### src/sv/etb_pkg.sv
// ----------------------------------------------------------------------------
// etb_pkg: shared types and constants of the event timer bank
// Field widths, command and result codes, per-timer state record, sequencer
// states and the unit-to-millisecond scale table.
// ----------------------------------------------------------------------------
package etb_pkg;

  localparam int TIMER_COUNT_DEF = 8;

  localparam int CMD_W   = 3;
  localparam int IDX_W   = 3;
  localparam int VAL_W   = 32;
  localparam int UNIT_W  = 2;
  localparam int KIND_W  = 2;
  localparam int MS_W    = 48;
  localparam int SCALE_W = 16;

  // reads divide in 16-bit digits, each in a trial phase and a remainder phase
  localparam int DIG_W      = 16;
  localparam int DIV_DIGITS = MS_W / DIG_W;
  localparam int DIV_CNT_W  = $clog2(DIV_DIGITS + 1);
  // odd part of the unit scale is at most 1875
  localparam int ODD_W      = 11;
  localparam int TRIAL_W    = ODD_W + DIG_W;
  localparam int RCP_W      = 28;

  typedef enum logic [CMD_W-1:0] {
    CMD_TICK   = 3'd0,
    CMD_START  = 3'd1,
    CMD_SET    = 3'd2,
    CMD_GET    = 3'd3,
    CMD_PAUSE  = 3'd4,
    CMD_RESUME = 3'd5,
    CMD_CLOSE  = 3'd6
  } cmd_t;

  typedef enum logic [KIND_W-1:0] {
    KIND_EXPIRED = 2'd0,
    KIND_READ    = 2'd1,
    KIND_ACK     = 2'd2
  } kind_t;

  typedef enum logic [UNIT_W-1:0] {
    UNIT_TENTHS  = 2'd0,
    UNIT_SECONDS = 2'd1,
    UNIT_MINUTES = 2'd2,
    UNIT_MILLIS  = 2'd3
  } unit_t;

  typedef enum logic [2:0] {
    ST_IDLE,
    ST_ROT,
    ST_DGO,
    ST_DIV,
    ST_FIN,
    ST_LAST
  } state_t;

  typedef struct packed {
    logic [MS_W-1:0]   rem;
    logic [MS_W-1:0]   tot;
    logic              run;
    logic              pau;
    logic [UNIT_W-1:0] unit;
  } timer_t;

  typedef struct packed {
    logic [KIND_W-1:0] kind;
    logic [IDX_W-1:0]  timer;
    logic [VAL_W-1:0]  value;
  } result_t;

  typedef struct packed {
    logic              go;
    logic [MS_W-1:0]   dividend;
    logic [UNIT_W-1:0] unit;
  } div_req_t;

  function automatic logic [SCALE_W-1:0] unit_scale(input logic [UNIT_W-1:0] u);
    logic [SCALE_W-1:0] s;
    unique case (unit_t'(u))
      UNIT_TENTHS:  s = SCALE_W'(100);
      UNIT_SECONDS: s = SCALE_W'(1000);
      UNIT_MINUTES: s = SCALE_W'(60000);
      UNIT_MILLIS:  s = SCALE_W'(1);
      default:      s = SCALE_W'(1);
    endcase
    return s;
  endfunction

endpackage

### src/sv/etb_div.sv
// ----------------------------------------------------------------------------
// etb_div: divider for remaining-time reads
// Divides a millisecond count by the unit scale: drop the power-of-two factor
// of the scale, then run long division by the odd part in 16-bit digits, each
// quotient digit found by reciprocal multiplication; done pulses with the
// quotient settled.
// ----------------------------------------------------------------------------
module etb_div
  import etb_pkg::*;
(
  input  logic            clk,
  input  logic            rst_n,
  input  div_req_t        req,
  output logic            done,
  output logic [MS_W-1:0] quot
);

  localparam int PROD_W = TRIAL_W + RCP_W;

  logic [MS_W-1:0]      num_r, num_nxt;
  logic [MS_W-1:0]      quot_r, quot_nxt;
  logic [ODD_W-1:0]     rem_r, rem_nxt;
  logic [TRIAL_W-1:0]   trial_r, trial_nxt;
  logic [DIG_W-1:0]     qd_r, qd_nxt;
  logic [UNIT_W-1:0]    unit_r, unit_nxt;
  logic [DIV_CNT_W-1:0] cnt_r, cnt_nxt;
  logic                 act_r, act_nxt;
  logic                 ph_r, ph_nxt;
  logic                 done_r, done_nxt;
  logic [TRIAL_W-1:0]   trial;
  logic [RCP_W-1:0]     rcp;
  logic [ODD_W-1:0]     odd;
  logic [PROD_W-1:0]    prod;
  logic [DIG_W-1:0]     qd;
  logic [TRIAL_W-1:0]   back;

  always_comb begin
    // reciprocal rounded up, exact for any trial below 2^TRIAL_W
    unique case (unit_t'(unit_r))
      UNIT_TENTHS: begin
        rcp = RCP_W'(171798692);
        odd = ODD_W'(25);
      end
      UNIT_SECONDS: begin
        rcp = RCP_W'(137438954);
        odd = ODD_W'(125);
      end
      UNIT_MINUTES: begin
        rcp = RCP_W'(146601551);
        odd = ODD_W'(1875);
      end
      default: begin
        rcp = RCP_W'(134217728);
        odd = ODD_W'(1);
      end
    endcase

    trial = {rem_r, num_r[MS_W-1 -: DIG_W]};
    prod  = PROD_W'(trial) * PROD_W'(rcp);
    unique case (unit_t'(unit_r))
      UNIT_TENTHS:  qd = prod[32 +: DIG_W];
      UNIT_SECONDS: qd = prod[34 +: DIG_W];
      UNIT_MINUTES: qd = prod[38 +: DIG_W];
      default:      qd = prod[27 +: DIG_W];
    endcase
    back = TRIAL_W'(qd_r) * TRIAL_W'(odd);
  end

  always_comb begin
    num_nxt   = num_r;
    quot_nxt  = quot_r;
    rem_nxt   = rem_r;
    trial_nxt = trial_r;
    qd_nxt    = qd_r;
    unit_nxt  = unit_r;
    cnt_nxt   = cnt_r;
    act_nxt   = act_r;
    ph_nxt    = ph_r;
    done_nxt  = 1'b0;
    if (req.go) begin
      // strip the power-of-two factor of the scale
      unique case (unit_t'(req.unit))
        UNIT_TENTHS:  num_nxt = req.dividend >> 2;
        UNIT_SECONDS: num_nxt = req.dividend >> 3;
        UNIT_MINUTES: num_nxt = req.dividend >> 5;
        default:      num_nxt = req.dividend;
      endcase
      quot_nxt = '0;
      rem_nxt  = '0;
      unit_nxt = req.unit;
      cnt_nxt  = DIV_CNT_W'(DIV_DIGITS);
      act_nxt  = 1'b1;
      ph_nxt   = 1'b0;
    end else if (act_r) begin
      if (!ph_r) begin
        qd_nxt    = qd;
        trial_nxt = trial;
        num_nxt   = {num_r[MS_W-DIG_W-1:0], {DIG_W{1'b0}}};
        ph_nxt    = 1'b1;
      end else begin
        // remainder stays below the odd divisor
        rem_nxt  = ODD_W'(trial_r - back);
        quot_nxt = {quot_r[MS_W-DIG_W-1:0], qd_r};
        cnt_nxt  = cnt_r - 1'b1;
        ph_nxt   = 1'b0;
        if (cnt_r == DIV_CNT_W'(1)) begin
          act_nxt  = 1'b0;
          done_nxt = 1'b1;
        end
      end
    end
  end

  always_ff @(posedge clk) begin
    if (!rst_n) begin
      act_r  <= 1'b0;
      ph_r   <= 1'b0;
      done_r <= 1'b0;
      cnt_r  <= '0;
      unit_r <= '0;
    end else begin
      act_r  <= act_nxt;
      ph_r   <= ph_nxt;
      done_r <= done_nxt;
      cnt_r  <= cnt_nxt;
      unit_r <= unit_nxt;
    end
  end

  always_ff @(posedge clk) begin
    num_r   <= num_nxt;
    quot_r  <= quot_nxt;
    rem_r   <= rem_nxt;
    trial_r <= trial_nxt;
    qd_r    <= qd_nxt;
  end

  assign done = done_r;
  assign quot = quot_r;

endmodule

### config.mk
export PLATFORM = sky130hd
export DESIGN_NAME = etb_div
export DESIGN_NICKNAME = d
export VERILOG_FILES = /design/src/sv/etb_pkg.sv /design/src/sv/etb_div.sv
export SDC_FILE = /design/constraint.sdc
export NUM_CORES = 2
export LEC_CHECK = 0
export BUFFER_PORTS_ARGS = -buffer_cell sky130_fd_sc_hd__buf_4
export CAP_MARGIN = 25
export CORE_ASPECT_RATIO = 1.5
export CORE_MARGIN = 2
export CORE_UTILIZATION = 50
export CTS_BUF_LIST = sky130_fd_sc_hd__clkbuf_8
export DETAILED_ROUTE_END_ITERATION = 7
export PLACE_DENSITY = 0.67
export SLEW_MARGIN = 20
export SYNTH_ARGS = -nofsm -noshare
export SYNTH_HDL_FRONTEND = slang
export SYNTH_SLANG_ARGS = --single-unit
### constraint.sdc
create_clock -name clk -period 9.7 [get_ports clk]
set_input_delay 0 -clock clk [delete_from_list [all_inputs] [get_ports clk]]
set_output_delay 0 -clock clk [all_outputs]
set_load 0.02 [all_outputs]
==> results.sh <==
export IMPL_path_class="reg2reg"
export IMPL_r2r_end="qd_r[15]"
export IMPL_synth_top_area_share=0.361
export IMPL_synth_area_per_cell_um2=9.70
export IMPL_die_h_um=291
export IMPL_dr_pass1_iters=6
export IMPL_synth_distinct_cells=75
export IMPL_htreeDepth=4
export IMPL_tns_ns=0
export IMPL_clock_fmax_mhz=109
export IMPL_min_delay_start="req[4]"
export IMPL_die_area_mm2=0.0569
export IMPL_reg2reg_slack_ns=0.56
export IMPL_num_rows=105
export IMPL_n_fill_cell=4927
export IMPL_rsz0062_at_grt="no"
export IMPL_hp_class="in2reg"
export IMPL_drv_slew=0
export IMPL_drive_above_1_share=0.0769
export IMPL_ys_seq_elements=141
export IMPL_overflow=0
export IMPL_clk_pin_slew_ns=0.09
export IMPL_mappedNetlistArea_mm2=0.0275
export IMPL_core_area_mm2=0.0545
export IMPL_syn_instance_count=2832
export IMPL_cp_arrival_ns=9.37
export IMPL_area_delta_synth_final_pct=7.15
export IMPL_nets=3823
export IMPL_diodes=0
export IMPL_synth_edff_count=75
export IMPL_worst_setup_path_end_kind="register"
export IMPL_hold_viol=0
export IMPL_clkLatencyLatePin_ns=0.49
export IMPL_start_util=0.504
export IMPL_numCtsBuffers=17
export IMPL_grt_use_total=0.301
export IMPL_clk_path_buf_depth=2
export IMPL_r2r_cells=23
export IMPL_maxCapViolations=0
export IMPL_yosysWarnings=0
export IMPL_pin_count=102
export IMPL_clock_skew_ns=0.0184
export IMPL_relSlewSlack=0.427
export IMPL_post_route_period_util=0.942
export IMPL_wl_per_cell_um=22.4
export IMPL_synth_area_leaders="fa_1, ha_1, inv_1, edfxtp_1, dfxtp_1"
export IMPL_grt_max_degree=73
export IMPL_synth_largest_area_cell="fa_1"
export IMPL_required_ns=9.93
export IMPL_cts_tree="yes"
export IMPL_wirelength_mm=81.0
export IMPL_drtIter0Drc=1131
export IMPL_gp_congestion=1.12
export IMPL_netlist_top_cells_count="inv_1, fa_1, ha_1, nand2_1, nor2_1"
export IMPL_grt_pass1_wl_mm=127
export IMPL_finalSetupViolCount=0
export IMPL_hpwl_mm=70.0
export IMPL_holdPathStages=3
export IMPL_die_w_um=195
export IMPL_hold_end="num_r[2]"
export IMPL_grt_pass1_vias=22000
export IMPL_outcome="finished clean"
export IMPL_cp_start_kind="register"
export IMPL_root_buffer="clkbuf_8"
export IMPL_via_per_inst=5.47
export IMPL_remaining_drc_errors=0
export IMPL_synth_most_common_cell="inv_1"
export IMPL_regToRegStartpoint="unit_r[0]"
export IMPL_cts_sinks=141
export IMPL_ant_nets=0
export IMPL_io_buffers=101
export IMPL_ys_flop_type="edfxtp_1"
export IMPL_synth_yosys_seq_area_share=0.130
export IMPL_cp_max_fo=21
export IMPL_async_reset_ff_frac=0
export IMPL_vias=19700
export IMPL_worst_pin_slew_ns=0.855
export IMPL_syn_num_nets=3756
export IMPL_postCtsSetupBuffers=0
export IMPL_antenna_found_initial=0
export IMPL_min_period_ns=9.14
[how the worst max path moves through the flow]
stage	to	slack, ns	start
floorplan	qd_r[15]	1.76	unit_r[1]
global placement	qd_r[15]	0.67	unit_r[0]
detailed placement	qd_r[15]	0.67	unit_r[0]
CTS	qd_r[15]	0.63	unit_r[0]
global route	qd_r[15]	0.29	unit_r[0]
finish	qd_r[15]	0.56	unit_r[0]
[cell families (layout without fill, tap and decap cells)]
family | count (synthesis) | after routing | synth area share
xor gates and xnor gates | 58 | 58 | 0.0185
adders and majority gates | 871 | 871 | 0.532
buffers and inverters | 852 | 932 | 0.117
and+or+nand+nor | 587 | 587 | 0.0984
DFF | 141 | 141 | 0.130
AOI/OAI and AO/OA | 272 | 272 | 0.0655
muxes | 51 | 51 | 0.0382
[layer usage]
metal  global-route usage  up-vias  routed length (um)
li1                     -     8907                   -
met1                0.343     9882               29100
met2                0.528      739               40900
met3               0.0361      220                4200
met4                0.202        0                6750
met5                    0        -                   0
[flip-flops by register name (all words and copies together), names as in the netlist]
name / flops
num_r: 48
trial_r: 11
quot: 48
done: 1
act_r: 1
ph_r: 1
cnt_r: 2
qd_r: 16
unit_r: 2
rem_r: 11
[per-stage QoR]
| step | std cells | hold WS (ns) | worst slack (ns) | area (um2) | utilization |
|---|---|---|---|---|---|
| final | 3607 | 0.0324 | 0.563 | 29400 | 0.540 |
| after global routing | 3607 | 0.0191 | 0.294 | 29400 | 0.540 |
| after CTS | 3606 | 0.00412 | 0.630 | 29400 | 0.540 |
| after detailed placement | 3566 | 0.285 | 0.673 | 29000 | 0.531 |
| after global placement | 3565 | 0.283 | 0.672 | 28900 | 0.530 |
| after floorplan | 2832 | 0.128 | 1.76 | 27500 | - |
[timing repair]
action	4_1_cts	5_1_grt
endpoints found under the hold margin	56	0
hold buffers	8	0
gates resized for setup	0	0
[critical path, cell delays in order, from the launching register on]
cell      delay (ns)
dfxtp_1         0.38
inv_1           0.15
ha_1            0.60
or2_2           0.65
nand2_1         0.32
inv_1           0.22
fa_1            0.52
fa_1            0.57
fa_1            0.57
inv_1           0.06
fa_1            0.48
fa_1            0.54
inv_1           0.09
fa_1            0.50
fa_1            0.42
ha_1            0.34
a21oi_1         0.18
o21ai_0         0.21
a211oi_2        0.29
a31oi_2         0.17
o21ai_0         0.54
a21oi_1         0.13
or4_1           0.56
o32a_1          0.37
[placed cells by master, fill, tap and decap left out, types with 8 or more instances in the layout]
master	Yosys	final
nand2b_1	9	9
dlygate4sd3_1	0	8
a221oi_1	9	9
mux4_2	43	43
edfxtp_1	75	75
xnor2_1	41	41
o211ai_1	13	13
inv_1	771	771
nor2_1	134	133
nand3_1	15	15
dfxtp_1	66	66
a211oi_1	13	13
nor3_1	10	9
clkbuf_8	0	17
fa_1	496	496
and3_1	19	19
o21ai_0	33	33
nor2b_1	34	34
xor2_1	17	17
buf_4	0	118
nand4_1	11	11
ha_1	375	375
nand2_1	252	250
a21oi_1	116	116
and2_1	84	83
a31oi_1	12	12
a21o_1	15	15
[cell type report]
class                   count  area, um2  share of cell area
multi-input cells        1839      20700               0.703
inverters                 772       2900              0.0984
flip-flops and latches    141       3570               0.121
clock inverters            15        151             0.00514
well taps                 695        870              0.0295
repair buffers            128       1010              0.0343
clock buffers              17        234             0.00795
Power is not shown: default switching activity piles up to over one toggle a cycle in this logic, so the estimate is an artifact.
