<file path="config.mk">
export PLATFORM = sky130hd
export DESIGN_NAME = etb_cell
export DESIGN_NICKNAME = d
export VERILOG_FILES = /design/src/sv/etb_pkg.sv /design/src/sv/etb_cell.sv
export SDC_FILE = /design/constraint.sdc
export NUM_CORES = 1
export LEC_CHECK = 0
export BUFFER_PORTS_ARGS = -buffer_cell sky130_fd_sc_hd__buf_2
export CORE_UTILIZATION = 43
export CTS_CLUSTER_DIAMETER = 30
export DETAILED_ROUTE_END_ITERATION = 10
export GPL_TIMING_DRIVEN = 0
export HOLD_SLACK_MARGIN = 0.08
export PLACE_DENSITY = 0.79
export SYNTH_ARGS = -nofsm -noshare
export SYNTH_HDL_FRONTEND = slang
export SYNTH_SLANG_ARGS = --single-unit
</file>
<file path="constraint.sdc">
create_clock -name clk -period 1.3 [get_ports clk]
set_input_delay 0.13 -clock clk [delete_from_list [all_inputs] [get_ports clk]]
set_output_delay 0.13 -clock clk [all_outputs]
set_load 0.01 [all_outputs]
</file>
<file path="src/sv/etb_pkg.sv">
// ----------------------------------------------------------------------------
// etb_pkg: shared types and constants of the event timer bank
// Field widths, command and result codes, per-timer state record, sequencer
// states and the unit-to-millisecond scale table.
// ----------------------------------------------------------------------------
package etb_pkg;

  localparam int TIMER_COUNT_DEF = 8;

  localparam int CMD_W   = 3;
  localparam int IDX_W   = 3;
  localparam int VAL_W   = 32;
  localparam int UNIT_W  = 2;
  localparam int KIND_W  = 2;
  localparam int MS_W    = 48;
  localparam int SCALE_W = 16;

  // reads divide in 16-bit digits, each in a trial phase and a remainder phase
  localparam int DIG_W      = 16;
  localparam int DIV_DIGITS = MS_W / DIG_W;
  localparam int DIV_CNT_W  = $clog2(DIV_DIGITS + 1);
  // odd part of the unit scale is at most 1875
  localparam int ODD_W      = 11;
  localparam int TRIAL_W    = ODD_W + DIG_W;
  localparam int RCP_W      = 28;

  typedef enum logic [CMD_W-1:0] {
    CMD_TICK   = 3'd0,
    CMD_START  = 3'd1,
    CMD_SET    = 3'd2,
    CMD_GET    = 3'd3,
    CMD_PAUSE  = 3'd4,
    CMD_RESUME = 3'd5,
    CMD_CLOSE  = 3'd6
  } cmd_t;

  typedef enum logic [KIND_W-1:0] {
    KIND_EXPIRED = 2'd0,
    KIND_READ    = 2'd1,
    KIND_ACK     = 2'd2
  } kind_t;

  typedef enum logic [UNIT_W-1:0] {
    UNIT_TENTHS  = 2'd0,
    UNIT_SECONDS = 2'd1,
    UNIT_MINUTES = 2'd2,
    UNIT_MILLIS  = 2'd3
  } unit_t;

  typedef enum logic [2:0] {
    ST_IDLE,
    ST_ROT,
    ST_DGO,
    ST_DIV,
    ST_FIN,
    ST_LAST
  } state_t;

  typedef struct packed {
    logic [MS_W-1:0]   rem;
    logic [MS_W-1:0]   tot;
    logic              run;
    logic              pau;
    logic [UNIT_W-1:0] unit;
  } timer_t;

  typedef struct packed {
    logic [KIND_W-1:0] kind;
    logic [IDX_W-1:0]  timer;
    logic [VAL_W-1:0]  value;
  } result_t;

  typedef struct packed {
    logic              go;
    logic [MS_W-1:0]   dividend;
    logic [UNIT_W-1:0] unit;
  } div_req_t;

  function automatic logic [SCALE_W-1:0] unit_scale(input logic [UNIT_W-1:0] u);
    logic [SCALE_W-1:0] s;
    unique case (unit_t'(u))
      UNIT_TENTHS:  s = SCALE_W'(100);
      UNIT_SECONDS: s = SCALE_W'(1000);
      UNIT_MINUTES: s = SCALE_W'(60000);
      UNIT_MILLIS:  s = SCALE_W'(1);
      default:      s = SCALE_W'(1);
    endcase
    return s;
  endfunction

endpackage

</file>
<file path="src/sv/etb_cell.sv">
// ----------------------------------------------------------------------------
// etb_cell: one timer slot of the rotating ring
// Holds the state of one timer and takes its neighbour's state on a shift;
// a bank-wide clear stops the timer but keeps its unit.
// ----------------------------------------------------------------------------
module etb_cell
  import etb_pkg::*;
(
  input  logic   clk,
  input  logic   rst_n,
  input  logic   shift,
  input  logic   clear,
  input  timer_t d,
  output timer_t q
);

  timer_t q_r, q_nxt;

  always_comb begin
    q_nxt = q_r;
    if (clear) begin
      q_nxt      = '0;
      q_nxt.unit = q_r.unit;
    end else if (shift) begin
      q_nxt = d;
    end
  end

  always_ff @(posedge clk) begin
    if (!rst_n) begin
      q_r <= '0;
    end else begin
      q_r <= q_nxt;
    end
  end

  assign q = q_r;

endmodule

</file>
==> out/results.ini, run 1 <==
[outcome]
run_status = completed

[flow_run]
drv_cap = 0

[place]
io_buffer_count = 202
dp_hpwl_um = 6532
pre_cts_ws_ps = 233.7
gp_congestion = 0.7910
placedInstanceArea_um2 = 4703

[floorplan]
rows = 32
die_w_um = 93.05
fp.dieArea_um2 = 8658
die_h_um = 93.05
core-area_um2 = 7888
initial_core_util = 0.4519
io_pins = 204

[critical_path]
cp_slowest_stage_delay_ps = 550
cp.arrival_ps = 1520
critical_path.slowest_cell = dlygate4sd3_1
worstPathMaxFanout = 1
r2r-start = q[94]
start_kind = primary input
crit_chain = dlygate4sd3_1 > buf_2 > nand2_1 > dlygate4sd3_1 > mux2i_1
cp_num_buf_inv = 3
cp_common_cell = dlygate4sd3_1
crit_required_ps = 1570
cp.depth = 5
critPathCaptureType = flop
path_class = in -> reg
critPathTopFamily = buffers and inverters
crit_start = d[0]
rr_worst_depth = 2

[logic_synthesis]
syn-num-nets = 430
seq_area_frac_synth = 0.5616
netlist_top_cells_count = dfxtp_1, mux2i_1, nor2_1, buf_2, buf_4
muxShareOfSynthArea = 0.2808
synth_flop_cell = dfxtp_1
ys.warnings.count = 0
yosys.area.top_type = dfxtp_1
synth_edf_count = 0
postSynthAreaPerCell_um2 = 10.93
synth_compound_area_frac = 0
synth_cell_types = 10
synthXorXnorAreaFrac = 0
synth-simple-area-share = 0.1113
synthTopCellsByArea = dfxtp_1, mux2i_1, nor2_1, buf_4, buf_2
ys_ff_latch = 100
async_flop_share = 0
synth_area_um2 = 3565
synth_top_family_by_area = multiplexers
post-synth-top-area-fraction = 0.5616
syn_inst = 326
synth_fa_ha_area_frac = 0

[cells_and_area]
nFillCells = 501
nNetsFinal = 746
final_cell_area_um2 = 5961
drive_above_1_share = 0.3690
regArea_um2 = 2002
multiInputGateArea_um2 = 1398
largest_reg_flops = 100
area_growth_pct = 67.22

[route]
wl_met1_um = 4393
avgViaCountPerCell = 4.680
drcViolationCount = 0
post_drt_wl_per_cell_um = 14.83
vias = 3501
top_layer_used = met4
initialDrtViolationCount = 88
ant_nets = 0
route.met2.wl_um = 5582
firstDrtPassIters = 4
route.met3.wl_um = 842
routed_wl_um = 11090

[cts]
cts_buffer_depth = 2
clk_pin_slew_worst_paths_ps = 90
clock_latency_ps = 340
postCtsSetupBuffers = 0
cts_tree = built
root_buffer = clkbuf_8
numCtsBuffers = 9
cts.sinks = 100
htree_levels = 3

[worst_hold_path]
min_path_cells = 3
min-delay-start = clear
hp-class = in -> reg

[sta]
period_needed_ps = 1249
hold_viol = 0
max-slew-margin-rel = 0.8044
rsz0062_at_grt = false
finalSetupViolCount = 0
finalClockSkew_ps = 0
setup_ws_ps = 50.75
worst_slew_pin_slew_ps = 293.5
setup-tns-final_ps = 0
max_freq_ghz = 0.8005
finalCritPeriodShare = 0.9610
maxSlewViolCount = 0

[global_routing]
gr-total-overflow = 0
grt_pass1_wl_um = 16700
antenna_found_initial = 1
grt_max_degree = 16
grt_pass1_vias = 3546
grt_use_total = 0.2483

[power]
p_per_area_nw_per_um2 = 1062
leakagePower_nw = 3.112
ir_drop_v = 0.0006494

## cells by family after synthesis
kind of cell,after synthesis
and+or+nand+nor,104
muxes,100
buffers and inverters,22
DFF,100
## routing by layer
layer  vias up  GRT usage
met3        26    0.06667
met5         -          0
met2       161     0.4638
li1       1703          -
met1      1611     0.2616
met4         0     0.1000
## repair_timing
action / 4_1_cts / 5_1_grt
resized for setup: 0 / 4
endpoints found under the setup margin: 0 / 27
hold buffers: 103 / 0
endpoints found under the hold margin: 100 / 0
## report_power, final
| part | total [mW] | leakage [nW] | internal, mW | switching, mW |
|---|---|---|---|---|
| registers | 3.22 | 0.815 | 3.16 | 0.0536 |
| clock network | 2.12 | 0.100 | 1.12 | 1.00 |
| logic | 0.996 | 2.20 | 0.574 | 0.422 |
## path summary, 6_finish.rpt
path,endpoint,slack (ps)
worst max-delay path,q[0],50
worst min-delay path,q[1],250
worst max register to register,q[94],620
worst min register to register,q[1],470
## worst register-to-register path, stage by stage, from the launching register on
cell and delay (ps):
dfxtp_1 340, mux2i_1 190, nor2_1 60
## stage by stage
| stage | total power, mW | hold slack, ps | util | cells |
|---|---|---|---|---|
| after floorplan | 3.682 | 272.1 | - | 326 |
| after global placement | 3.977 | 363.0 | 0.5963 | 630 |
| after detailed placement | 4.002 | 373.4 | 0.5963 | 630 |
| after CTS | 6.336 | 232.5 | 0.7540 | 747 |
| after global routing | 6.562 | 249.9 | 0.7557 | 748 |
| final | 6.330 | 253.3 | 0.7557 | 748 |
## cell type report
type	count	share of cell area
antenna	1	0.0004198
sequential	100	0.3359
clock buffer	10	0.02309
clock inverter	4	0.01259
multi-input combinational	204	0.2345
buffer	22	0.02813
tap	102	0.02141
timing repair buffer	305	0.3440
## cells in the final DEF, fill, tap and decap left out
| master | instances |
|---|---|
| buf_6 | 5 |
| nand2b_1 | 1 |
| dlymetal6s4s_1 | 1 |
| dfxtp_1 | 100 |
| nand2_1 | 4 |
| nor2_1 | 98 |
| buf_2 | 209 |
| clkbuf_8 | 10 |
| diode_2 | 1 |
| buf_4 | 8 |
| dlygate4sd3_1 | 102 |
| mux2i_1 | 100 |
| clkinvlp_4 | 2 |
| bufinv_16 | 2 |
| buf_8 | 1 |
| and2b_1 | 1 |
| clkbuf_4 | 1 |
Note: power is estimated with default switching activity, not from simulation.
==> run 2, diff against run 1 <==
--- a/config.mk
+++ b/config.mk
@@ -6,6 +6,7 @@
 export NUM_CORES = 1
 export LEC_CHECK = 0
 export BUFFER_PORTS_ARGS = -buffer_cell sky130_fd_sc_hd__buf_2
+export CORE_ASPECT_RATIO = 2
 export CORE_UTILIZATION = 43
 export CTS_CLUSTER_DIAMETER = 30
 export DETAILED_ROUTE_END_ITERATION = 10
==> run 2 against run 1 <==
  * Via count increased by 1.8%
  * Power rose by 4.8%
  * Critical path type is now reg -> out
  * Critical endpoint is now q[94]
  * Largest cell class unchanged
  * Non-clock buffer count is 4 lower
  * Register-to-register slack lost 50 ps
  * First-iteration DRC count is 39% higher
  * Clock skew is the same
==> out/results.ini, run 2 (same netlist as run 1, synthesis figures left out) <==
[cells_and_area]
largest_reg_flops = 100  ; unchanged
final_cell_mix = buf_2, mux2i_1, dfxtp_1
diodes = 0  ; -1
nNetsFinal = 742  ; -0.54%
regArea_um2 = 2002  ; unchanged
final_cell_area_um2 = 5958  ; about the same
multiInputGateArea_um2 = 1398  ; unchanged
final_common_cell = buf_2
nFillCells = 523  ; +4.4%
final_core_util = 0.7448  ; -0.01095
drive_above_1_share = 0.3701  ; +0.001148
area_growth_pct = 67.15  ; about the same

[global_routing]
antenna_found_initial = 0  ; -1
grt_use_total = 0.2548  ; +0.006555
grt_pass1_vias = 3702  ; +4.4%
grt_max_degree = 16  ; unchanged
gr-total-overflow = 0  ; unchanged
grt_pass1_wl_um = 16570  ; -0.75%

[critical_path]
crit_chain = buf_2
cp_num_buf_inv = 1  ; -2
reg2reg_to = q[99]
critPathCaptureType = output pin
crit_required_ps = 1170  ; -400 ps
start_kind = flop
cp_slowest_stage_delay_ps = 360  ; -190 ps
cp.arrival_ps = 840  ; -680 ps
critPathTopFamily = flip-flops
path_class = reg -> out
rr_worst_depth = 2  ; unchanged
critical_path.slowest_cell = dfxtp_1
r2r-start = q[99]
worstPathMaxFanout = 2  ; +1
r2r_slack_ps = 570  ; -50 ps

[cts]
cts.repair.resized = 0  ; unchanged
numCtsBuffers = 9  ; unchanged
clk_pin_slew_worst_paths_ps = 70  ; -20 ps
cts_tree = built
htree_levels = 3  ; unchanged
cts.sinks = 100  ; unchanged
root_buffer = clkbuf_16
clock_latency_ps = 330  ; about the same
cts_buffer_depth = 2  ; unchanged

[sta]
rsz0062_at_grt = false
finalClockSkew_ps = 0  ; unchanged
finalSetupViolCount = 0  ; unchanged
max_freq_ghz = 1.034  ; +29%
setup-tns-final_ps = 0  ; unchanged
max-slew-margin-rel = 0.7896  ; -0.01472
worst_slew_pin_slew_ps = 315.5  ; +22.07 ps
finalCritPeriodShare = 0.7436  ; -0.2173
maxSlewViolCount = 0  ; unchanged
hold_viol = 0  ; unchanged
period_needed_ps = 966.7  ; -282.5 ps
whs_ps = 100.7  ; -152.7 ps

[floorplan]
core-area_um2 = 8000  ; +1.4%
initial_core_util = 0.4456  ; -0.006361
rows = 46  ; +44%
fp.dieArea_um2 = 8680  ; +0.25%
die_w_um = 66.38  ; -29%
die_h_um = 130.8  ; +41%
io_pins = 204  ; unchanged

[route]
post_drt_wl_per_cell_um = 15.17  ; +2.3%
avgViaCountPerCell = 4.824  ; +3.1%
ant_nets = 0  ; unchanged
drcViolationCount = 0  ; unchanged
initialDrtViolationCount = 122  ; +39%
firstDrtPassIters = 5  ; +1
vias = 3565  ; +1.8%
wl_met1_um = 3944  ; -10%
top_layer_used = met4
route.met2.wl_um = 6131  ; +9.8%
routed_wl_um = 11210  ; +1.1%
route.met3.wl_um = 613  ; -27%

[outcome]
run_status = completed

[place]
gp_congestion = 0.7668  ; -3.1%
dp_hpwl_um = 6624  ; +1.4%
placedInstanceArea_um2 = 4696  ; -0.16%
io_buffer_count = 202  ; unchanged

[worst_hold_path]
min-delay-start = rst_n
hp-class = in -> reg
min_delay_worst_endpoint = q[1]
min_path_cells = 3  ; unchanged

[flow_run]
drv_cap = 0  ; unchanged

[power]
p_per_area_nw_per_um2 = 1113  ; +4.8%
leakagePower_nw = 3.114  ; about the same
ir_drop_v = 0.001146  ; +77%
power.total_mw = 6.631  ; +4.8%

run 2: cell type report:
cell class / count / share of cell area
sequential: 100 / 0.3360
timing repair buffer: 301 / 0.3360
multi-input combinational: 204 / 0.2346
clock buffer: 12 / 0.04137
buffer: 22 / 0.02772
tap: 96 / 0.02016
clock inverter: 4 / 0.004200
run 2: routing by layer:
layer / vias up / GRT usage
met5: - / 0
met4: 0 / 0.1577
met3: 46 / 0.05642
met2: 174 / 0.4814
met1: 1653 / 0.2381
li1: 1692 / -
run 2: how the worst max path moves through the flow:
| stage | cells past startpoint | to | startpoint | slack [ps] |
|---|---|---|---|---|
| 6_report | 1 | q[94] | q[94] | 330 |
| 5_1_grt | 1 | q[94] | q[94] | 290 |
| 4_1_cts | 1 | q[49] | q[49] | 330 |
| 3_5_place_dp | 6 | q[81] | rst_n | 230 |
| 3_3_place_gp | 6 | q[77] | rst_n | 260 |
| 2_1_floorplan | 5 | q[85] | shift | 410 |
run 2: what timing repair did:
| action | 4_1_cts | 5_1_grt |
|---|---|---|
| hold endpoints to repair | 99 | 0 |
| hold buffers | 99 | 0 |
| setup endpoints to repair | 0 | 0 |
| setup buffers | 0 | 0 |
run 2: where the power goes:
group          total, mW  internal [mW]  leakage, nW  switching [mW]
Combinational      0.983          0.563         2.17           0.420
Sequential          3.22           3.17        0.815          0.0529
Clock               2.43           1.34        0.129            1.08
Total               6.63           5.07         3.11            1.56
run 2: per-stage QoR:
step,worst slack (ps),instances
after global routing,285.0,739
after CTS,331.1,739
after global placement,255.1,624
after detailed placement,225.6,624
final,333.3,739
after floorplan,409.5,326
==> run 3, diff against run 2 <==
--- a/config.mk
+++ b/config.mk
@@ -7,12 +7,12 @@
 export LEC_CHECK = 0
 export BUFFER_PORTS_ARGS = -buffer_cell sky130_fd_sc_hd__buf_2
 export CORE_ASPECT_RATIO = 2
-export CORE_UTILIZATION = 43
+export CORE_UTILIZATION = 39
 export CTS_CLUSTER_DIAMETER = 30
 export DETAILED_ROUTE_END_ITERATION = 10
 export GPL_TIMING_DRIVEN = 0
 export HOLD_SLACK_MARGIN = 0.08
-export PLACE_DENSITY = 0.79
+export PLACE_DENSITY = 0.75
 export SYNTH_ARGS = -nofsm -noshare
 export SYNTH_HDL_FRONTEND = slang
 export SYNTH_SLANG_ARGS = --single-unit
==> constraint.sdc (replaced) <==
create_clock -name clk -period 0.83 [get_ports clk]
set_input_delay 0.083 -clock clk [delete_from_list [all_inputs] [get_ports clk]]
set_output_delay 0.083 -clock clk [all_outputs]
set_load 0.01 [all_outputs]
==> run 3 against run 2 <==
  * The run now ends with negative setup slack left
  * Non-clock buffer count is 20 higher
  * Final area is 16% higher
  * Clock skew stayed put
  * Sequential power is 59% higher
  * Sequential share of layout area is 2.9 points lower
  * Power is 70% higher
  * Highest routed layer unchanged
==> out/results.ini, run 3 (same netlist as run 1, synthesis figures left out) <==
[outcome]
run_status = finished with violations
violations = negative setup slack

[cts]
htree_levels = 3  ; unchanged
root_buffer = clkbuf_16
cts_tree = built
clock_latency_ps = 320  ; about the same
numCtsBuffers = 9  ; unchanged
cts_buffer_depth = 2  ; unchanged
clk_pin_slew_worst_paths_ps = 70  ; about the same
cts.sinks = 100  ; unchanged

[critical_path]
rr_worst_depth = 3  ; +1
critPathTopFamily = flip-flops
cp.depth = 1  ; unchanged
worstPathMaxFanout = 2  ; unchanged
cp-endpoint = q[88]
critical_path.slowest_cell = dfxtp_2
crit_chain = buf_6
critPathCaptureType = output pin
cp_slowest_stage_delay_ps = 350  ; about the same
crit_required_ps = 750  ; -420 ps
path_class = reg -> out
start_kind = flop
cp_num_buf_inv = 1  ; unchanged
crit_start = q[88]
r2r_slack_ps = 0  ; -570 ps
cp.arrival_ps = 800  ; -40 ps
reg2reg_to = q[88]
r2r-start = q[88]

[global_routing]
grt_pass1_wl_um = 18750  ; +13%
grt_pass1_vias = 4023  ; +8.7%
antenna_found_initial = 1  ; +1
grt_use_total = 0.2526  ; -0.002178
grt_max_degree = 16  ; unchanged
gr-total-overflow = 0  ; unchanged

[place]
dp_cells = 630  ; +0.96%
gp_congestion = 0.7655  ; -0.17%
dp_hpwl_um = 6920  ; +4.5%
io_buffer_count = 202  ; unchanged

[route]
firstDrtPassIters = 8  ; +3
vias = 3638  ; +2.0%
ant_nets = 0  ; unchanged
initialDrtViolationCount = 136  ; +11%
avgViaCountPerCell = 4.762  ; -1.3%
routed_wl_um = 12890  ; +15%
drcViolationCount = 0  ; unchanged
post_drt_wl_per_cell_um = 16.87  ; +11%

[sta]
max_freq_ghz = 1.138
worst_slew_pin_slew_ps = 293.1  ; -22.45 ps
rsz0062_at_grt = true
period_needed_ps = 878.6
max-slew-margin-rel = 0.8046  ; +0.01497
finalSetupViolCount = 101  ; +101
setup_ws_ps = -48.60  ; -381.9 ps
finalCritPeriodShare = 1.059
hold_viol = 0  ; unchanged
setup-tns-final_ps = -2258  ; -2258 ps
maxSlewViolCount = 0  ; unchanged
finalClockSkew_ps = 0  ; unchanged

[power]
ir_drop_v = 0.001288  ; +12%
seq_power_share = 0.453  ; -0.032
p_int_mw = 8.782  ; +73%
switching_share = 0.2223  ; -0.01242
comb_power_share = 0.159  ; +0.011
p_per_area_nw_per_um2 = 1630  ; +46%
leakagePower_nw = 3.360  ; +7.9%
pwr-share-clk = 0.388  ; +0.022
switching_power_mw = 2.511  ; +61%

[cells_and_area]
drive_above_1_share = 0.5401  ; +0.1700
regArea_um2 = 2127  ; +6.2%
final_cell_mix = buf_2, buf_6, dlygate4sd3_1
area_growth_pct = 94.35
final_common_cell = buf_2
multiInputGateArea_um2 = 1401  ; +0.27%
nNetsFinal = 762  ; +2.7%
largest_reg_flops = 100  ; unchanged
nFillCells = 527  ; +0.76%
final_cells = 764  ; +3.4%

[worst_hold_path]
hp-class = in -> reg
min_path_cells = 3  ; unchanged

[floorplan]
fp.dieArea_um2 = 9549  ; +10%
initial_core_util = 0.3982  ; -0.04734
die_w_um = 69.60  ; +4.9%
rows = 49  ; +6.5%
io_pins = 204  ; unchanged
core-area_um2 = 8951  ; +12%
die_h_um = 137.2  ; +4.9%

[flow_run]
drv_cap = 0  ; unchanged

[run 3: changes by cell type in the layout (fill, tap and decap cells not counted)]
| cell | previous run | this run |
|---|---|---|
| buf_2 | 211 | 111 |
| clkinv_2 | 2 | 0 |
| clkbuf_1 | 2 | 0 |
| buf_4 | 8 | 25 |
| diode_2 | 0 | 1 |
| dfxtp_1 | 100 | 0 |
| buf_6 | 4 | 104 |
| mux2i_1 | 100 | 99 |
| buf_8 | 1 | 2 |
| dfxtp_2 | 0 | 100 |
| dlygate4sd3_1 | 99 | 101 |
| bufinv_16 | 0 | 2 |
| mux2i_2 | 0 | 1 |
[run 3: power by group through the flow]
stage               sequential (mW)  combinational [mW]  clock [mW]
floorplan                      5.22               0.552           0
global placement               5.13                1.10           0
detailed placement             5.14                1.13           0
CTS                            5.10                1.69        4.48
global route                   5.13                1.91        4.64
finish                         5.11                1.80        4.38
[run 3: per-stage QoR]
step	util	hold slack (ps)	instance area (um2)	power, mW	setup WS [ps]
final	0.7740	205.1	6928	11.29	-48.60
after global routing	0.7740	239.3	6928	11.68	-75.90
after CTS	0.7615	196.9	6817	11.27	-58.22
after detailed placement	0.5263	326.0	4711	6.276	-189.1
after global placement	0.5263	316.9	4711	6.234	-167.6
after floorplan	-	225.1	3572	5.771	29.03
[run 3: timing repair]
action / 4_1_cts / 5_1_grt
setup buffers: 4 / 14
setup endpoints to repair: 100 / 100
gates resized for setup: 200 / 1
endpoints found under the hold margin: 100 / 0
hold buffers: 101 / 0
[run 3: cell type report]
type / instances / area share
diodes: 1 / 0.0003612
flip-flops and latches: 100 / 0.3070
well taps: 102 / 0.01842
plain buffers: 22 / 0.02492
clock buffers: 10 / 0.03450
clock inverters: 4 / 0.01084
repair buffers: 321 / 0.4017
multi-input cells: 204 / 0.2023
[run 3: per-layer routing]
layer / global-route usage / vias up / wire (um)
met5: 0 / - / 0
met4: 0.1474 / 0 / 697
met3: 0.04901 / 50 / 612
met2: 0.5059 / 162 / 7279
met1: 0.2282 / 1699 / 4303
li1: - / 1727 / -
[run 3: how the worst min path moves through the flow]
stage,start,endpoint,slack [ps]
6_report,clear,q[1],210
5_1_grt,clear,q[0],240
2_1_floorplan,d[0],q[0],230
3_3_place_gp,d[32],q[32],320
3_5_place_dp,d[18],q[18],330
4_1_cts,clear,q[0],200
[run 3: worst reg2reg max path: stages (launching register included)]
cell and delay (ps):
dfxtp_2 340, buf_4 130, mux2i_1 190, nor2_1 70
